### src/hw/rtl/assert_macros.svh
// Assertion helpers shared by the RTL; all use clk_i and rst_ni of the module.
`ifndef ASSERT_MACROS_SVH
`define ASSERT_MACROS_SVH

// Property holds at every clock edge outside reset.
`define LBS_ASSERT(lbl, prop, msg) \
  lbl: assert property (@(posedge clk_i) disable iff (!rst_ni) (prop)) else $error(msg);

// Condition never occurs at a clock edge outside reset.
`define LBS_NEVER(lbl, cond, msg) \
  lbl: assert property (@(posedge clk_i) disable iff (!rst_ni) !(cond)) else $error(msg);

`endif

### src/hw/rtl/lbs_pkg.sv
package lbs_pkg;

  localparam int NumBonesDef  = 256;
  localparam int FracBitsDef  = 16;
  localparam int WordsPerBone = 12;
  localparam int WeightFrac   = 15;
  localparam int QueueDepth   = 4;

  localparam logic [7:0] UnskinnedId = 8'd255;
  localparam logic       OpLoad      = 1'b0;
  localparam logic       OpSkin      = 1'b1;

  // Classification of a queued item
  typedef enum logic [1:0] {
    CMD_DROP,
    CMD_LOAD,
    CMD_SKIN,
    CMD_BYPASS
  } cmd_e;

  typedef struct packed {
    logic               opcode;
    logic        [7:0]  bone_slot;
    logic        [3:0]  entry_slot;
    logic signed [31:0] entry_value;
    logic signed [31:0] pos_x;
    logic signed [31:0] pos_y;
    logic signed [31:0] pos_z;
    logic        [31:0] skin_bones;
    logic        [63:0] weights;
  } in_t;

  typedef struct packed {
    logic signed [31:0] out_x;
    logic signed [31:0] out_y;
    logic signed [31:0] out_z;
    logic               transformed;
  } out_t;

  typedef struct packed {
    cmd_e kind;
    in_t  item;
  } cmd_t;

endpackage

### src/hw/rtl/lbs_front.sv
module lbs_front #(
  parameter int NumBones = lbs_pkg::NumBonesDef
) (
  input  logic          clk_i,
  input  logic          rst_ni,
  input  logic          in_valid_i,
  output logic          in_stall_o,
  input  lbs_pkg::in_t  in_data_i,
  output logic          push_o,
  input  logic          full_i,
  output lbs_pkg::cmd_t cmd_o
);

  logic          valid_q;
  lbs_pkg::cmd_t cmd_q, cmd_d;
  logic          take;

  assign in_stall_o = valid_q && full_i;
  assign take       = in_valid_i && !in_stall_o;
  assign push_o     = valid_q && !full_i;
  assign cmd_o      = cmd_q;

  // classify the incoming transfer
  always_comb begin
    cmd_d.item = in_data_i;
    if (in_data_i.opcode == lbs_pkg::OpLoad) begin
      if (int'(in_data_i.bone_slot) < NumBones &&
          int'(in_data_i.entry_slot) < lbs_pkg::WordsPerBone) begin
        cmd_d.kind = lbs_pkg::CMD_LOAD;
      end else begin
        cmd_d.kind = lbs_pkg::CMD_DROP;
      end
    end else if (in_data_i.skin_bones[7:0] == lbs_pkg::UnskinnedId) begin
      cmd_d.kind = lbs_pkg::CMD_BYPASS;
    end else begin
      cmd_d.kind = lbs_pkg::CMD_SKIN;
    end
  end

  always_ff @(posedge clk_i or negedge rst_ni) begin
    if (!rst_ni) begin
      valid_q <= 1'b0;
    end else if (take) begin
      valid_q <= 1'b1;
    end else if (push_o) begin
      valid_q <= 1'b0;
    end
  end

  always_ff @(posedge clk_i) begin
    if (take) begin
      cmd_q <= cmd_d;
    end
  end

endmodule

### config.mk
export PLATFORM = sky130hd
export DESIGN_NAME = lbs_front
export DESIGN_NICKNAME = d
export VERILOG_FILES = /design/src/hw/rtl/assert_macros.svh /design/src/hw/rtl/lbs_pkg.sv /design/src/hw/rtl/lbs_front.sv
export SDC_FILE = /design/constraint.sdc
export NUM_CORES = 1
export LEC_CHECK = 0
export BUFFER_PORTS_ARGS = -buffer_cell sky130_fd_sc_hd__buf_2
export CAP_MARGIN = 20
export CELL_PAD_IN_SITES_DETAIL_PLACEMENT = 0
export CELL_PAD_IN_SITES_GLOBAL_PLACEMENT = 1
export CORE_AREA = 2 2 189 191
export DETAILED_ROUTE_END_ITERATION = 12
export DIE_AREA = 0 0 191 193
export GPL_TIMING_DRIVEN = 0
export HOLD_SLACK_MARGIN = 0.02
export PLACE_DENSITY_LB_ADDON = 0.1
export SYNTH_ARGS = -nofsm -noshare
export SYNTH_HDL_FRONTEND = slang
export SYNTH_SLANG_ARGS = --single-unit
### constraint.sdc
create_clock -name clk_i -period 11.52 [get_ports clk_i]
set_input_delay 0.576 -clock clk_i [delete_from_list [all_inputs] [get_ports clk_i]]
set_output_delay 0.576 -clock clk_i [all_outputs]
set_load 0.01 [all_outputs]
# After elaboration in Yosys (flattened, before gate mapping)
# Index checks and enable logic that the tools add are counted.
# Widths: inputs -> output; s select.
[totals] ff_bits=240 latchBits=0 ram_bits=0 romBits=0 inputBits=241 output_inout_bits=241 wordCells=24 mem_count=0
[op_classes] addsub=0 multipliers=0 div=0 magnitude_cmp=1 n_eq_ne=1 n_shift=0 n_mux=5 bitwise=0 n_reduce_logical=6
[ops] op="$eq 8x8->1 const B" count=1
[ops] op="$lt 4x4->1 const B" count=1
[ops] op="$mux 1" count=4
[ops] op="$logic_and 1x1->1" count=3
[ops] op="$logic_not 1->1" count=2
[ops] op="$mux 2" count=1
[ops] op="$reduce_bool 2->1" count=1

# Longest topological paths before layout
[depth] ltp_word=4 mapped_depth=3

# Worst setup path after synthesis
# OpenSTA, ideal clock, no wires.
[synth_timing] kind="input -> register" start="input port full_i" end="register cmd_q (netlist bit cmd_o[0]) (enable)" setup_ps=868 t_arrival_ps=11203 required_ps=10652 slack_ps=-551 stages=2 path_buffers=0 cell_sequence="and2_4 > nor2b_1"
[synth_between] elab_chain_cells=3
[synth_lines] element="from (decl)" line_no="lbs_front.sv:10" text="input logic full_i,"
[synth_lines] element="$logic_and 1x1->1" line_no="lbs_front.sv:18" text="assign in_stall_o = valid_q && full_i;"
[synth_lines] element="$logic_not 1->1" line_no="lbs_front.sv:19" text="assign take = in_valid_i && !in_stall_o;"
[synth_lines] element="$logic_and 1x1->1" line_no="lbs_front.sv:19"
[synth_lines] element="net take" line_no="lbs_front.sv:16" text="logic take;"
[synth_lines] element="to (signal assigned)" line_no="lbs_front.sv:52" text="cmd_q <= cmd_d;"
[synth_lines] element="to (decl)" line_no="lbs_front.sv:15" text="lbs_pkg::cmd_t cmd_q, cmd_d;"
# The timed path passes the listed nets, and every way through them passes these cells.
# A chain may end at the register's enable or synchronous reset.

# Worst setup path after layout
[layout_timing] start="register valid_q" end="register cmd_q (netlist bit cmd_o[155]) (enable)"
[layout_between] elab_chain_cells=3
[layout_lines] element="from (decl)" line_no="lbs_front.sv:14" text="logic valid_q;"
[layout_lines] element="from (signal assigned)" line_no="lbs_front.sv:42" text="valid_q <= 1'b0;"
[layout_lines] element="from (signal assigned)" line_no="lbs_front.sv:44" text="valid_q <= 1'b1;"
[layout_lines] element="from (signal assigned)" line_no="lbs_front.sv:46" text="valid_q <= 1'b0;"
[layout_lines] element="$logic_and 1x1->1" line_no="lbs_front.sv:18"
[layout_lines] element="$logic_not 1->1" line_no="lbs_front.sv:19"
[layout_lines] element="$logic_and 1x1->1" line_no="lbs_front.sv:19"
[layout_lines] element="net take" line_no="lbs_front.sv:16"
# The timed path passes the listed nets, and every way through them passes these cells.

==> summary.md <==
| Metric | Value |
|---|---|
| Sequential-to-total area share from yosys stat | `0.991` |
| Static Leakage | `between 4 and 5 nW` |
| First-pass GRT wire length | `between 20000 and 30000 um` |
| Flops & latches, synth | `239` |
| Int Pwr | `1.56 mW` |
| Gr ovfl total | `0` |
| RSZ-0062 raised after global routing | `false` |
| All-Layer GR Usage | `0.106` |
| IO Port Bufs | `481` |
| Pre-antenna DRT Iters | `4` |
| Layout cells sized above 1 | `0.669` |
| Tightest Pin Transition | `0.725 ns` |
| Largest net degree at the start of global routing | `37` |
| Top cell family by delay on the critical path | `simple AND/OR/NAND/NOR gates` |
| Critical Path Sink Type | `flip-flop` |
| # rows | `69` |
| Initial Util | `0.207` |
| Vias in the first global route | `between 4000 and 5000` |
| Core Area | `35000 um2` |
| Initial DRC Count | `180` |
| DR vias | `4497` |
| Reg clk slew, reported paths | `0.06 ns` |
| Routability cong. | `0.726` |
| CTS tree | `built` |
| Chip width | `around 190 um` |
| Remaining DRCs | `0` |
| CTS buffer count | `28` |
| Comb pwr share | `0.073` |
| Sw frac | `0.215` |
| Final nets | `1009` |
| Clock Tree Root | `clkbuf_16` |
| Die area | `36900 um2` |
| Area Growth Syn to Fin | `55.0%` |
| Final Max Slew Viols | `0` |
| Top cell by count, worst path | `buf_12` |
| Max Buffers Root-to-Sink | `3` |
| Worst path bufs/invs | `2` |
| Yosys top cell area share | `0.988` |
| Max-Cap Viols | `0` |
| Drt wl/cell | `between 15 and 20 um` |
| Commonest non-fill, non-tap cell in the layout | `buf_2` |
| Fmax | `505 MHz` |
| CP max stage delay | `0.58 ns` |
| Final-layout fill cell count | `3548` |
| Crit-path cells | `and2_4, nor2b_4, buf_12, buf_12` |
| Cells after synthesis | `around 250` |
| Synth Cell Area | `a little over 7000 um2` |
| Min Tclk post-route | `1.98 ns` |
| WS Path Type | `reg2reg` |
| Clk sink count | `239` |
| # resized after CTS | `0` |
| Yosys top cell by area | `edfxtp_1` |
| Min-Delay Path Class | `in2reg` |
| Fin. Hold Viols | `0` |
| Clock skew | `about 0.0093 ns` |
| Period utilization | `0.172` |
| Skew-Pair Late Insertion Delay | `0.53 ns` |
| Routed WL | `21500 um` |
| Critical Path AT | `2.20 ns` |
| Mapped Nets | `490` |
| Synthesis Warnings | `0` |
| Syn avg cell area | `29.1 um2` |
| Vias/cell | `roughly 3.6` |
| Fin util | `0.321` |
| Worst Path Required | `11.74 ns` |
| Die height | `193 um` |
| Switching power | `426 uW` |
| I/O pin count | `just under 500` |
| Sum of negative setup slack | `0 ns` |
| Status | `finished, final reports clean` |
| Reg power frac | `0.517` |
| CP max FO | `36` |
| CP max stage cell | `nor2b_4` |
| Synth cell types | `11` |
| Rel. slew slack | `0.516` |
| Hpwl dp | `16900 um` |
| Final setup viols | `0` |
| H-tree depth | `1` |
| Most frequent cells in the layout | `481 x buf_2, 238 x edfxtp_1, 29 x clkbuf_16` |
| Initial antenna violation count | `2` |
| Clock share of power | `0.409` |
| Routed Antenna Nets | `0` |
| VDD IR max | `0.106 mV` |
| Area contributors post-synth | `edfxtp_1 99%, dfrtp_1 0.35%, nand4_1 0.17%` |
| Total power | `1.98 mW` |
| PwrDens | `177 nW/um2` |
| CP Launch Type | `flip-flop` |
power by group through the flow:
stage,Sequential (mW),Clock (mW),Combinational [mW]
2_1_floorplan,1.08,0,0.0172
3_3_place_gp,1.06,0,0.140
3_5_place_dp,1.04,0,0.150
4_1_cts,1.03,0.848,0.150
5_1_grt,1.03,0.877,0.159
6_report,1.03,0.811,0.145
path summary, 6_finish.rpt:
| kind | startpoint | to | slack (ns) | cells after the start |
|---|---|---|---|---|
| setup / recovery | valid_q | cmd_o[155] | 9.54 | 4 |
| hold / removal | in_data_i[162] | cmd_o[162] | 0.21 | 1 |
| setup reg to reg | valid_q | cmd_o[155] | 9.54 | 4 |
| hold reg to reg | valid_q | valid_q | 0.63 | 2 |
| max in group asynchronous | rst_ni | valid_q | 11.08 | 2 |
| min in group asynchronous | rst_ni | valid_q | 0.36 | 2 |
layout make-up:
class | instances | area (um2) | area share
flip-flops and latches | 239 | 7170 | 0.639
clock buffers | 34 | 744 | 0.0664
diodes | 2 | 5.00 | 0.000446
clock inverters | 13 | 91.3 | 0.00814
plain buffers | 1 | 7.51 | 0.000669
repair buffers | 489 | 2560 | 0.228
well taps | 461 | 577 | 0.0514
multi-input cells | 9 | 65.1 | 0.00580
per-stage QoR:
step	hold WS, ns	area [um2]	setup WS [ns]	std cells
6_report	0.214	11200	9.54	1248
5_1_grt	0.175	11200	9.40	1248
4_1_cts	0.172	11200	9.48	1246
3_5_place_dp	0.353	10400	9.15	1198
3_3_place_gp	0.352	10200	1.69	1191
2_1_floorplan	0.280	7240	4.11	249
metal layers:
metal	global-route usage	vias to the layer above	share of wire
met4	0.0420	0	0.031
met5	0	-	0
met1	0.103	2122	0.32
li1	-	2059	-
met2	0.197	275	0.53
met3	0.0447	41	0.11
logic make-up after synthesis:
family | Yosys count | synth area share
flops | 239 | 0.991
simple gates | 7 | 0.00623
buf+inv | 1 | 0.00104
compound gates | 2 | 0.00173
flip-flops by register name, summed over array words and instances (netlist names):
register  cells
cmd_o       238
valid_q       1
synth_stat cells, drive strengths merged:
library cell and n:
o21a 1, or2 1, o21ai 1, and2 1, buf 1, and2b 1
nand2 1, dfrtp 1, nor2b 1, nand4 2, edfxtp 238
timing repair:
| item | 4_1_cts | 5_1_grt |
|---|---|---|
| hold buffers | 1 | 0 |
| endpoints found under the hold margin | 1 | 0 |
| setup buffers | 0 | 0 |
Power figures use the tool's default switching activity.
