$ cat config.mk
export PLATFORM = sky130hd
export DESIGN_NAME = lbs_fifo
export DESIGN_NICKNAME = d
export VERILOG_FILES = /design/src/hw/rtl/assert_macros.svh /design/src/hw/rtl/lbs_pkg.sv /design/src/hw/rtl/lbs_fifo.sv
export SDC_FILE = /design/constraint.sdc
export NUM_CORES = 1
export LEC_CHECK = 0
export BUFFER_PORTS_ARGS = -buffer_cell sky130_fd_sc_hd__buf_2
export CAP_MARGIN = 10
export CORE_ASPECT_RATIO = 0.5
export CORE_MARGIN = 2
export CORE_UTILIZATION = 30
export CTS_CLUSTER_DIAMETER = 50
export DETAILED_ROUTE_END_ITERATION = 8
export GPL_ROUTABILITY_DRIVEN = 1
export PLACE_DENSITY = 0.45
export SLEW_MARGIN = 10
export SYNTH_ARGS = -nofsm -noshare
export SYNTH_HDL_FRONTEND = slang
export SYNTH_SLANG_ARGS = --single-unit
$ cat constraint.sdc
create_clock -name clk_i -period 9.19 [get_ports clk_i]
set_clock_uncertainty 0.15 [all_clocks]
set_input_delay 1.3785 -clock clk_i [delete_from_list [all_inputs] [get_ports clk_i]]
set_output_delay 1.3785 -clock clk_i [all_outputs]
set_load 0.02 [all_outputs]
$ cat src/hw/rtl/assert_macros.svh
// Assertion helpers shared by the RTL; all use clk_i and rst_ni of the module.
`ifndef ASSERT_MACROS_SVH
`define ASSERT_MACROS_SVH

// Property holds at every clock edge outside reset.
`define LBS_ASSERT(lbl, prop, msg) \
  lbl: assert property (@(posedge clk_i) disable iff (!rst_ni) (prop)) else $error(msg);

// Condition never occurs at a clock edge outside reset.
`define LBS_NEVER(lbl, cond, msg) \
  lbl: assert property (@(posedge clk_i) disable iff (!rst_ni) !(cond)) else $error(msg);

`endif

$ cat src/hw/rtl/lbs_pkg.sv
package lbs_pkg;

  localparam int NumBonesDef  = 256;
  localparam int FracBitsDef  = 16;
  localparam int WordsPerBone = 12;
  localparam int WeightFrac   = 15;
  localparam int QueueDepth   = 4;

  localparam logic [7:0] UnskinnedId = 8'd255;
  localparam logic       OpLoad      = 1'b0;
  localparam logic       OpSkin      = 1'b1;

  // Classification of a queued item
  typedef enum logic [1:0] {
    CMD_DROP,
    CMD_LOAD,
    CMD_SKIN,
    CMD_BYPASS
  } cmd_e;

  typedef struct packed {
    logic               opcode;
    logic        [7:0]  bone_slot;
    logic        [3:0]  entry_slot;
    logic signed [31:0] entry_value;
    logic signed [31:0] pos_x;
    logic signed [31:0] pos_y;
    logic signed [31:0] pos_z;
    logic        [31:0] skin_bones;
    logic        [63:0] weights;
  } in_t;

  typedef struct packed {
    logic signed [31:0] out_x;
    logic signed [31:0] out_y;
    logic signed [31:0] out_z;
    logic               transformed;
  } out_t;

  typedef struct packed {
    cmd_e kind;
    in_t  item;
  } cmd_t;

endpackage

$ cat src/hw/rtl/lbs_fifo.sv
module lbs_fifo (
  input  logic          clk_i,
  input  logic          rst_ni,
  input  logic          push_i,
  input  lbs_pkg::cmd_t push_data_i,
  output logic          full_o,
  input  logic          pop_i,
  output logic          head_valid_o,
  output lbs_pkg::cmd_t head_o
);

  localparam int PtrW = $clog2(lbs_pkg::QueueDepth);
  localparam int CntW = $clog2(lbs_pkg::QueueDepth + 1);

  lbs_pkg::cmd_t    slot_q [lbs_pkg::QueueDepth];
  logic [PtrW-1:0]  wr_ptr_q, rd_ptr_q;
  logic [CntW-1:0]  count_q;

  assign full_o       = count_q == CntW'(lbs_pkg::QueueDepth);
  assign head_valid_o = count_q != '0;
  assign head_o       = slot_q[rd_ptr_q];

  always_ff @(posedge clk_i or negedge rst_ni) begin
    if (!rst_ni) begin
      wr_ptr_q <= '0;
      rd_ptr_q <= '0;
      count_q  <= '0;
    end else begin
      if (push_i) wr_ptr_q <= wr_ptr_q + PtrW'(1);
      if (pop_i)  rd_ptr_q <= rd_ptr_q + PtrW'(1);
      if (push_i && !pop_i) begin
        count_q <= count_q + CntW'(1);
      end else if (pop_i && !push_i) begin
        count_q <= count_q - CntW'(1);
      end
    end
  end

  always_ff @(posedge clk_i) begin
    if (push_i) begin
      slot_q[wr_ptr_q] <= push_data_i;
    end
  end

endmodule

**Yosys cells after proc, flatten, opt, wreduce, memory -nomap -nowiden**

Memory sizes are Yosys's and may differ from the RTL's.
Cells that the tools add are included.

- Bits in writable memories: 956
- Bits in read-only memories: 0
- Bits in registers: 7
- Bits in latches: 0
- Memories: 1

- Equal/unequal tests: 1
- Add/sub/neg operators: 4
- Shift operators: 0
- Divide/modulo/power cells: 0
- $lt $le $gt $ge: 0
- $mul: 0
- Muxes and demuxes: 4
- Bitwise operators: 0
- Reduce and logical (&&, ||, !) cells: 6

Memory list:

| name | depth | bits a word | read ports | clocked after Yosys merged registers in | wr ports | line | RTL |
|---|---|---|---|---|---|---|---|
| slot_q | 4 | 239 | 1 | 0 | 1 | lbs_fifo.sv:15 | `lbs_pkg::cmd_t slot_q [lbs_pkg::QueueDepth];` |

Operator list:

| kind | number |
|---|---|
| 2-to-1 mux 3 bit | 2 |
| adder 2 x 1 -> 2 bit (second input constant) | 2 |
| adder 3 x 1 -> 3 bit (second input constant) | 1 |
| equality test 3 bit (second input constant) | 1 |
| nonzero test 3 bit | 1 |
| subtractor 3 x 1 -> 3 bit (second input constant) | 1 |
| logical AND 1 bit | 2 |
| logical NOT 1 bit | 2 |
| 2-to-1 mux 1 bit | 2 |
| nonzero test 2 bit | 1 |

**Longest topological paths before layout**

Gate-level depths: netlist of run 1.

- Word-level depth: 4
- Gate-level depth with buffers: 7

**Least setup slack after synthesis of run 1**

OpenSTA, ideal clock, no wires.

- Path kind: input port to flip-flop
- Start: input push_i
- End: memory slot_q[1][0] in the netlist's numbering, enable pin
- Required time: 8.411 ns
- Library setup time: 0.629 ns
- Arrival: 6.785 ns
- Stages on the path: 1
- Setup slack: 1.626 ns
- Path through: and2_1

- Word-level cells in the longest chain between the ends: 2

Ends and longest elaborated chain:

| item | line | RTL |
|---|---|---|
| start: declaration | lbs_fifo.sv:4 | `input logic push_i,` |
| 2-to-1 mux 1 bit | lbs_fifo.sv:40 | `if (push_i) begin` |
| 2-to-1 mux 1 bit (implied by the code) | lbs_fifo.sv:41 | `slot_q[wr_ptr_q] <= push_data_i;` |
| end: declaration | lbs_fifo.sv:15 |  |

Every way passes these cells.

==> results of run 1 <==
metrics by stage:
step,area [µm²],std cells
2_1_floorplan,34880,1283
3_3_place_gp,39070,3264
3_5_place_dp,39070,3264
4_1_cts,42290,3439
5_1_grt,42300,3441
6_report,42300,3443
power by group:
part	internal [W]	switching (W)	total (W)
combinational	0.00167	0.00279	0.00446
sequential	0.00574	0.000217	0.00596
clock	0.00230	0.00171	0.00401
cells in the mapped netlist:
cell / n / area share [%]
nor3b_1: 1 / 0.022
xnor2_1: 2 / 0.050
buf_2: 26 / 0.37
ha_1: 5 / 0.18
mux4_2: 239 / 15
dfrtp_1: 7 / 0.50
o21ai_0: 1 / 0.014
nor2_1: 1 / 0.011
inv_1: 4 / 0.043
clkbuf_1: 6 / 0.065
edfxtp_1: 956 / 82
or3_1: 1 / 0.018
nand2_1: 2 / 0.022
xor2_1: 4 / 0.10
mux2_2: 1 / 0.032
and2_1: 4 / 0.072
fa_1: 1 / 0.057
buf_6: 22 / 0.71
area by class of cell:
cell class | instances | area share [%]
multi-input combinational | 262 | 13.22
timing repair buffer | 505 | 6.283
clock inverter | 64 | 1.701
clock buffer | 111 | 5.910
antenna | 4 | 0.02366
sequential | 963 | 68.30
tap | 1530 | 4.526
inverter | 4 | 0.03549
worst min-delay path by stage:
stage / endpoint / slack [ps] / from
floorplan: count_q[2]$_DFFE_PN0P_ / 300 / count_q[2]$_DFFE_PN0P_
global placement: count_q[2]$_DFFE_PN0P_ / 320 / count_q[2]$_DFFE_PN0P_
detailed placement: count_q[2]$_DFFE_PN0P_ / 330 / count_q[2]$_DFFE_PN0P_
CTS: wr_ptr_q[0]$_DFFE_PN0P_ / 310 / rst_ni
global route: wr_ptr_q[0]$_DFFE_PN0P_ / 320 / rst_ni
finish: count_q[2]$_DFFE_PN0P_ / 340 / count_q[2]$_DFFE_PN0P_
cells by family (layout without fill, tap and decap cells):
family | Yosys count | count (layout) | share of synthesized area (%)
XOR/XNOR | 6 | 6 | 0.1506
flip-flops | 963 | 963 | 82.80
AND/OR/NAND/NOR | 9 | 9 | 0.1435
buffers and inverters | 58 | 684 | 1.191
other | 0 | 4 | 0
AO/OA/AOI/OAI | 1 | 1 | 0.01433
adder cells (fa/ha/maj) | 6 | 6 | 0.2367
multiplexers | 240 | 240 | 15.46
metal layers:
metal	up-vias	GRT usage, %
met5	-	0
met4	10	3.436
met3	145	2.993
met2	235	25.13
met1	8356	15.96
li1	6707	-
flip-flops by register name (all words and copies together), names as in the netlist:
name	flops
count_q	3
rd_ptr_q	2
slot_q	956
wr_ptr_q	2
==> metrics.csv, run 1 <==
metric;value;unit
status;finished clean;
grt_overflow;0;
antenna_found_initial;27;
vias;15450;
rr_endpoint;slot_q[0][128]$_DFFE_PP_;
post_cts_buffers;0;
synth_fp_nets;1532;
endpoint;head_o[77];
finalCriticalPeriod;4778;ps
path_class;reg -> out;
ant_nets;0;
max-vdd-ir-drop;209.7;µV
cts_resized;0;
synth.yosys.seq_area_share;82.80;%
cts_tree;built;
layout_setup_ws;4412;ps
syn_to_final_growth;21.27;%
worstSetupStartpointType;flip-flop;
critPathMaxFanout;38;
regArea;0.02889;mm²
holdPathStages;1;
syn_avg_cell_area;27.19;µm²
startpoint;rd_ptr_q[0]$_DFFE_PN0P_;
cts-htree-levels;3;
hold_viol;0;
synth_cell_type_count;18;
path_cells;buf_4 > mux4_2 > buf_2;
drtPass1Iterations;5;
met2WireLength;45710;µm
path_depth;3;
max-cap-violations;0;
clock_path_buffers;3;
end_kind;primary output;
rsz0062_at_grt;no;
fin_setup_tns;0;ps
netlist_instances;1283;
setup_viol;0;
yosys_warnings;0;
drive_gt1_share;47.20;%
rows;88;
grt_max_degree;119;
dpl.hpwl;49620;µm
min_period_over_period;51.99;%
clock_sinks;963;
routed.top_layer;met5;
p_leak;14.11;nW
dp_worst_setup_slack;4913;ps
worst_ep_required_time;7660;ps
die_x;486.2;µm
cts.clk_slew.worst_paths;60;ps
p_total;0.01443;W
grt_pass1_vias;16230;
hold_ws;336.0;ps
layout.nets;2080;
reg2reg_from;wr_ptr_q[0]$_DFFE_PN0P_;
wl_met3;2768;µm
crit_buf_inv;2;
numPortBuffers;483;
mappedNetlistArea;0.03488;mm²
mostFrequentLayoutCells;956 x edfxtp_1, 483 x buf_2, 239 x mux4_2, 97 x clkbuf_16, 19 x clkinv_2;
wl_met1;32010;µm
insertion_delay;690;ps
reg2reg_slack;5990;ps
initial_core_util;30.26;%
gp_congestion;0.7052;
totalWireLength;82220;µm
dieArea;0.1192;mm²
first_iter_violations;1015;
cp_slowest_cell;dfrtp_4;
wire_per_inst;23.88;µm
relSlewSlack;35.73;%
powerDensity;341.1;mW/mm²
ys_ff_latch;963;
arrival;3250;ps
min_path_type;reg -> reg;
multi_input_area;0.005594;mm²
final_max_slew_viol_count;0;
grt_usage;13.59;%
routed_via_density;4.488;
reg2reg_depth;5;
die_h;245.1;µm
max_freq;209.3;MHz
tightest_slew;964.1;ps
drc;0;
hold_buffers;0;
fin_util;36.69;%
core_area;0.1153;mm²
cts_made_buffers;95;
slowest_delay;910;ps
path_delay_family;buffers and inverters;
nFillCells;10600;
root_buffer;clkbuf_16;
grt_first_pass_wirelength;117400;µm
final_common_cell;edfxtp_1;
io_pins;484;
No activity file was read; power rests on OpenSTA's default activity.
==> run 2: changes to the inputs <==
==> constraint.sdc (replaced) <==
create_clock -name clk_i -period 4.87 [get_ports clk_i]
set_clock_uncertainty 0.15 [all_clocks]
set_input_delay 0.7305 -clock clk_i [delete_from_list [all_inputs] [get_ports clk_i]]
set_output_delay 0.7305 -clock clk_i [all_outputs]
set_load 0.02 [all_outputs]
==> run 2 against run 1 <==
  * Sequential share of layout area is 0.15 points lower
  * Critical endpoint is now head_o[104]
  * Die area stayed put
  * Global-route usage fell by 0.17 points
  * Core utilization grew 0.079 points
  * Count of clock-buffer cells in the layout grew 4
  * Register-to-register slack got worse by 3600 ps
  * Non-clock buffer count rose by 13
  * Worst hold slack worse by 230 ps
  * Setup slack worse by 3300 ps
==> metrics.csv, run 2 (synthesis gave the netlist of run 1 again) <==
metric;value;unit
finalCriticalPeriod;3775;ps
tightest_slew;890.6;ps
clock_sinks;963;
layout_setup_ws;1095;ps
drtPass1Iterations;4;
final_common_cell;edfxtp_1;
die_x;486.2;µm
min_period_over_period;77.51;%
grt_usage;13.42;%
vias;15500;
relSlewSlack;40.63;%
fin_util;36.77;%
critPathMaxFanout;42;
final_max_slew_viol_count;0;
grt_first_pass_wirelength;116000;µm
ant_nets;0;
clock_path_buffers;3;
setup_viol;0;
insertion_delay;680;ps
worstSetupStartpointType;flip-flop;
post_cts_buffers;0;
worst_ep_required_time;3990;ps
regArea;0.02889;mm²
dp_worst_setup_slack;1749;ps
drive_gt1_share;46.53;%
cts_tree;built;
die_h;245.1;µm
reg_top3;slot_q x956, count_q x3;
cp_slowest_cell;dfrtp_4;
end_kind;primary output;
p_leak;14.10;nW
path_cells;buf_12 > mux4_2 > buf_2;
routed_via_density;4.483;
syn_to_final_growth;21.53;%
largest_register_ffs;956;
first_iter_violations;831;
powerDensity;636.3;mW/mm²
p_total;0.02697;W
core_area;0.1153;mm²
root_buffer;clkbuf_16;
grt_pass1_vias;16310;
layout.nets;2091;
arrival;2890;ps
rsz0062_at_grt;no;
antenna_found_initial;28;
drc;0;
min_from;push_data_i[24];
reg2reg_from;wr_ptr_q[1]$_DFFE_PN0P_;
numPortBuffers;483;
totalWireLength;81450;µm
gp_congestion;0.7323;
grt_max_degree;74;
reg2reg_depth;4;
cts_made_buffers;93;
grt_overflow;0;
slowest_delay;930;ps
rr_endpoint;slot_q[1][191]$_DFFE_PP_;
io_pins;484;
dpl.hpwl;50950;µm
mostFrequentLayoutCells;956 x edfxtp_1, 483 x buf_2, 239 x mux4_2, 95 x clkbuf_16, 23 x buf_12;
reg2reg_slack;2400;ps
cts-htree-levels;3;
max-cap-violations;0;
fin_setup_tns;0;ps
min_path_type;in -> reg;
initial_core_util;30.26;%
max-vdd-ir-drop;266.7;µV
path_class;reg -> out;
regMostFlops;slot_q;
holdPathStages;1;
max_freq;264.9;MHz
rows;88;
status;finished clean;
holdPathEnd;slot_q[1][24]$_DFFE_PP_;
wire_per_inst;23.56;µm
multi_input_area;0.005594;mm²
cts.clk_slew.worst_paths;70;ps
dieArea;0.1192;mm²
hold_viol;0;
nFillCells;10530;
## run 2: per-stage QoR
stage | std cells | hold slack, ps | cell area [µm²]
global placement | 3276 | 324.3 | 39370
finish | 3457 | 110.2 | 42390
global route | 3454 | 63.00 | 42380
detailed placement | 3276 | 330.1 | 39370
floorplan | 1283 | 284.9 | 34890
CTS | 3449 | 37.34 | 42370
## run 2: worst max path at each step
stage	from	end	slack [ps]	cells past startpoint
final	rd_ptr_q[0]$_DFFE_PN0P_	head_o[104]	1100	3
after floorplan	push_i	slot_q[3][0]$_DFFE_PP_	600	1
after global placement	rd_ptr_q[0]$_DFFE_PN0P_	head_o[228]	1750	3
after detailed placement	rd_ptr_q[0]$_DFFE_PN0P_	head_o[97]	1750	3
after CTS	rd_ptr_q[0]$_DFFE_PN0P_	head_o[104]	960	3
after global routing	rd_ptr_q[0]$_DFFE_PN0P_	head_o[97]	870	3
## run 2: metal layers
metal | wire length (µm) | part of all wire [%] | track usage (%) | vias to the layer above
met5 | 0 | 0 | 0 | -
met2 | 45370 | 56 | 24.84 | 274
met1 | 31180 | 38 | 15.49 | 8334
met4 | 2311 | 2.8 | 4.554 | 0
li1 | - | - | - | 6733
met3 | 2578 | 3.2 | 2.659 | 158
## run 2: what timing repair did
action                                 4_1_cts  5_1_grt
hold buffers                                 1        0
resized for setup                            0        0
endpoints found under the hold margin        7        0
## run 2: final cells by class
class,instances,area share (%)
Inverter,4,0.03542
Clock inverter,57,1.263
Antenna cell,8,0.04722
Multi-Input combinational cell,262,13.20
Clock buffer,115,5.785
Timing Repair Buffer,518,7.007
Sequential cell,963,68.15
Tap cell,1530,4.516
## run 2: critical path, delay by kind of cell (launching register included)
family,cells,cell delay (ps)
multiplexers,1,560
buffers and inverters,2,590
flip-flops,1,930
## run 2: power breakdown
group	internal, W	switching (W)
logic	0.00331	0.00522
clock network	0.00402	0.00313
registers	0.0108	0.000470
total	0.0181	0.00883
==> run 3: changes to the inputs <==
==> constraint.sdc (replaced) <==
create_clock -name clk_i -period 3.9 [get_ports clk_i]
set_clock_uncertainty 0.15 [all_clocks]
set_input_delay 0.585 -clock clk_i [delete_from_list [all_inputs] [get_ports clk_i]]
set_output_delay 0.585 -clock clk_i [all_outputs]
set_load 0.02 [all_outputs]
==> run 3 against run 2 <==
  * Die area unchanged
  * Power up 26%
  * Register-to-register slack worse by 780 ps
  * Sequential power up 24%
  * Sequential share of layout area down 3.9 points
  * Combinational power up 31%
  * Setup slack worse by 580 ps
  * Clock power up 21%
  * Global-route usage up 0.33 points
  * Core utilization up 2.2 points
  * Non-clock buffer count up 260
==> metrics.csv, run 3 (synthesis gave the netlist of run 1 again) <==
metric;value;unit
io_pins;484;
antenna_found_initial;0;
grt_overflow;0;
min_path_type;in -> async;
mostFrequentLayoutCells;956 x edfxtp_1, 483 x buf_2, 242 x dlygate4sd3_1, 239 x mux4_2, 94 x clkbuf_16;
routed_via_density;4.427;
grt_max_degree;72;
cts-htree-levels;3;
end_kind;primary output;
status;finished clean;
final_max_slew_viol_count;0;
die_x;486.2;µm
largest_register_ffs;956;
clock_sinks;963;
arrival;2650;ps
cts_made_buffers;91;
cts_tree;built;
final_common_cell;edfxtp_1;
vias;16390;
initial_core_util;30.26;%
max-vdd-ir-drop;431.9;µV
insertion_delay;670;ps
cts_resized;0;
wire_per_inst;22.27;µm
totalWireLength;82450;µm
slowest_delay;710;ps
path_class;reg -> out;
rsz0062_at_grt;no;
drtPass1Iterations;4;
die_h;245.1;µm
cp_slowest_cell;dfrtp_4;
hold_viol;0;
post_cts_buffers;0;
setup_viol;0;
worstSetupStartpointType;flip-flop;
clock_path_buffers;3;
fin_util;38.98;%
path_cells;buf_12 > buf_12 > mux4_2 > buf_2;
grt_pass1_vias;17890;
reg_top3;slot_q x956, count_q x3;
dieArea;0.1192;mm²
rows;88;
numPortBuffers;483;
gp_congestion;0.7252;
tightest_slew;816.7;ps
finalCriticalPeriod;3387;ps
core_area;0.1153;mm²
relSlewSlack;45.56;%
regMostFlops;slot_q;
layout.nets;2349;
p_leak;15.20;nW
cts.clk_slew.worst_paths;60;ps
powerDensity;754.3;mW/mm²
worst_ep_required_time;3160;ps
drc;0;
max-cap-violations;0;
max_freq;295.2;MHz
antenna_cells;0;
syn_to_final_growth;28.84;%
dpl.hpwl;52720;µm
hold_buffers;242;
hold_ws;183.5;ps
critPathMaxFanout;22;
grt_usage;13.75;%
grt_first_pass_wirelength;120700;µm
ant_nets;0;
first_iter_violations;961;
fin_setup_tns;0;ps
min_period_over_period;86.85;%
crit_top_cell;buf_12;
root_buffer;clkbuf_16;
drive_gt1_share;41.71;%
[run 3: metrics by stage]
| stage | worst slack [ps] | total power (W) | instances | area, µm² |
|---|---|---|---|---|
| global route | 340.7 | 0.03542 | 3702 | 44940 |
| finish | 512.8 | 0.03390 | 3702 | 44940 |
| global placement | 1173 | 0.02563 | 3295 | 39640 |
| CTS | 388.9 | 0.03466 | 3702 | 44940 |
| floorplan | 1019 | 0.02131 | 1283 | 34890 |
| detailed placement | 1159 | 0.02566 | 3295 | 39640 |
[run 3: final cells by class]
type                    count  area [µm²]
flip-flops and latches    963       28890
multi-input cells         262        5594
inverters                   4       15.01
clock inverters            48       439.2
well taps                1530        1914
fillers                 10440       70340
clock buffers             117        2439
repair buffers            778        5650
[run 3: where the power goes]
group	internal, W	switching [W]	leakage, nW
Clock	0.00484	0.00384	1.40
Combinational	0.00449	0.00672	4.94
Sequential	0.0135	0.000519	8.86
[run 3: path summary, 6_finish.rpt]
path | cells past startpoint | start | end | slack [ps]
max in group asynchronous | 2 | rst_ni | rd_ptr_q[0]$_DFFE_PN0P_ | 3220
min in group clk_i | 1 | count_q[2]$_DFFE_PN0P_ | count_q[2]$_DFFE_PN0P_ | 340
hold / removal | 2 | rst_ni | wr_ptr_q[1]$_DFFE_PN0P_ | 180
setup / recovery | 4 | rd_ptr_q[0]$_DFFE_PN0P_ | head_o[127] | 510
hold reg to reg | 1 | count_q[2]$_DFFE_PN0P_ | count_q[2]$_DFFE_PN0P_ | 340
setup reg to reg | 4 | wr_ptr_q[0]$_DFFE_PN0P_ | slot_q[0][125]$_DFFE_PP_ | 1620
[run 3: routing by layer]
layer  track usage, %  up-vias  wire (µm)
met4            4.480        0       2358
met2            25.69      213      45960
met1            15.90     8809      31810
met3            2.487      127       2318
li1                 -     7241          -
met5                0        -          0
[run 3: critical path: cells and delay by family (launching register included)]
family,cells,cell delay (ps)
flip-flops,1,710
buffers and inverters,3,690
multiplexers,1,540
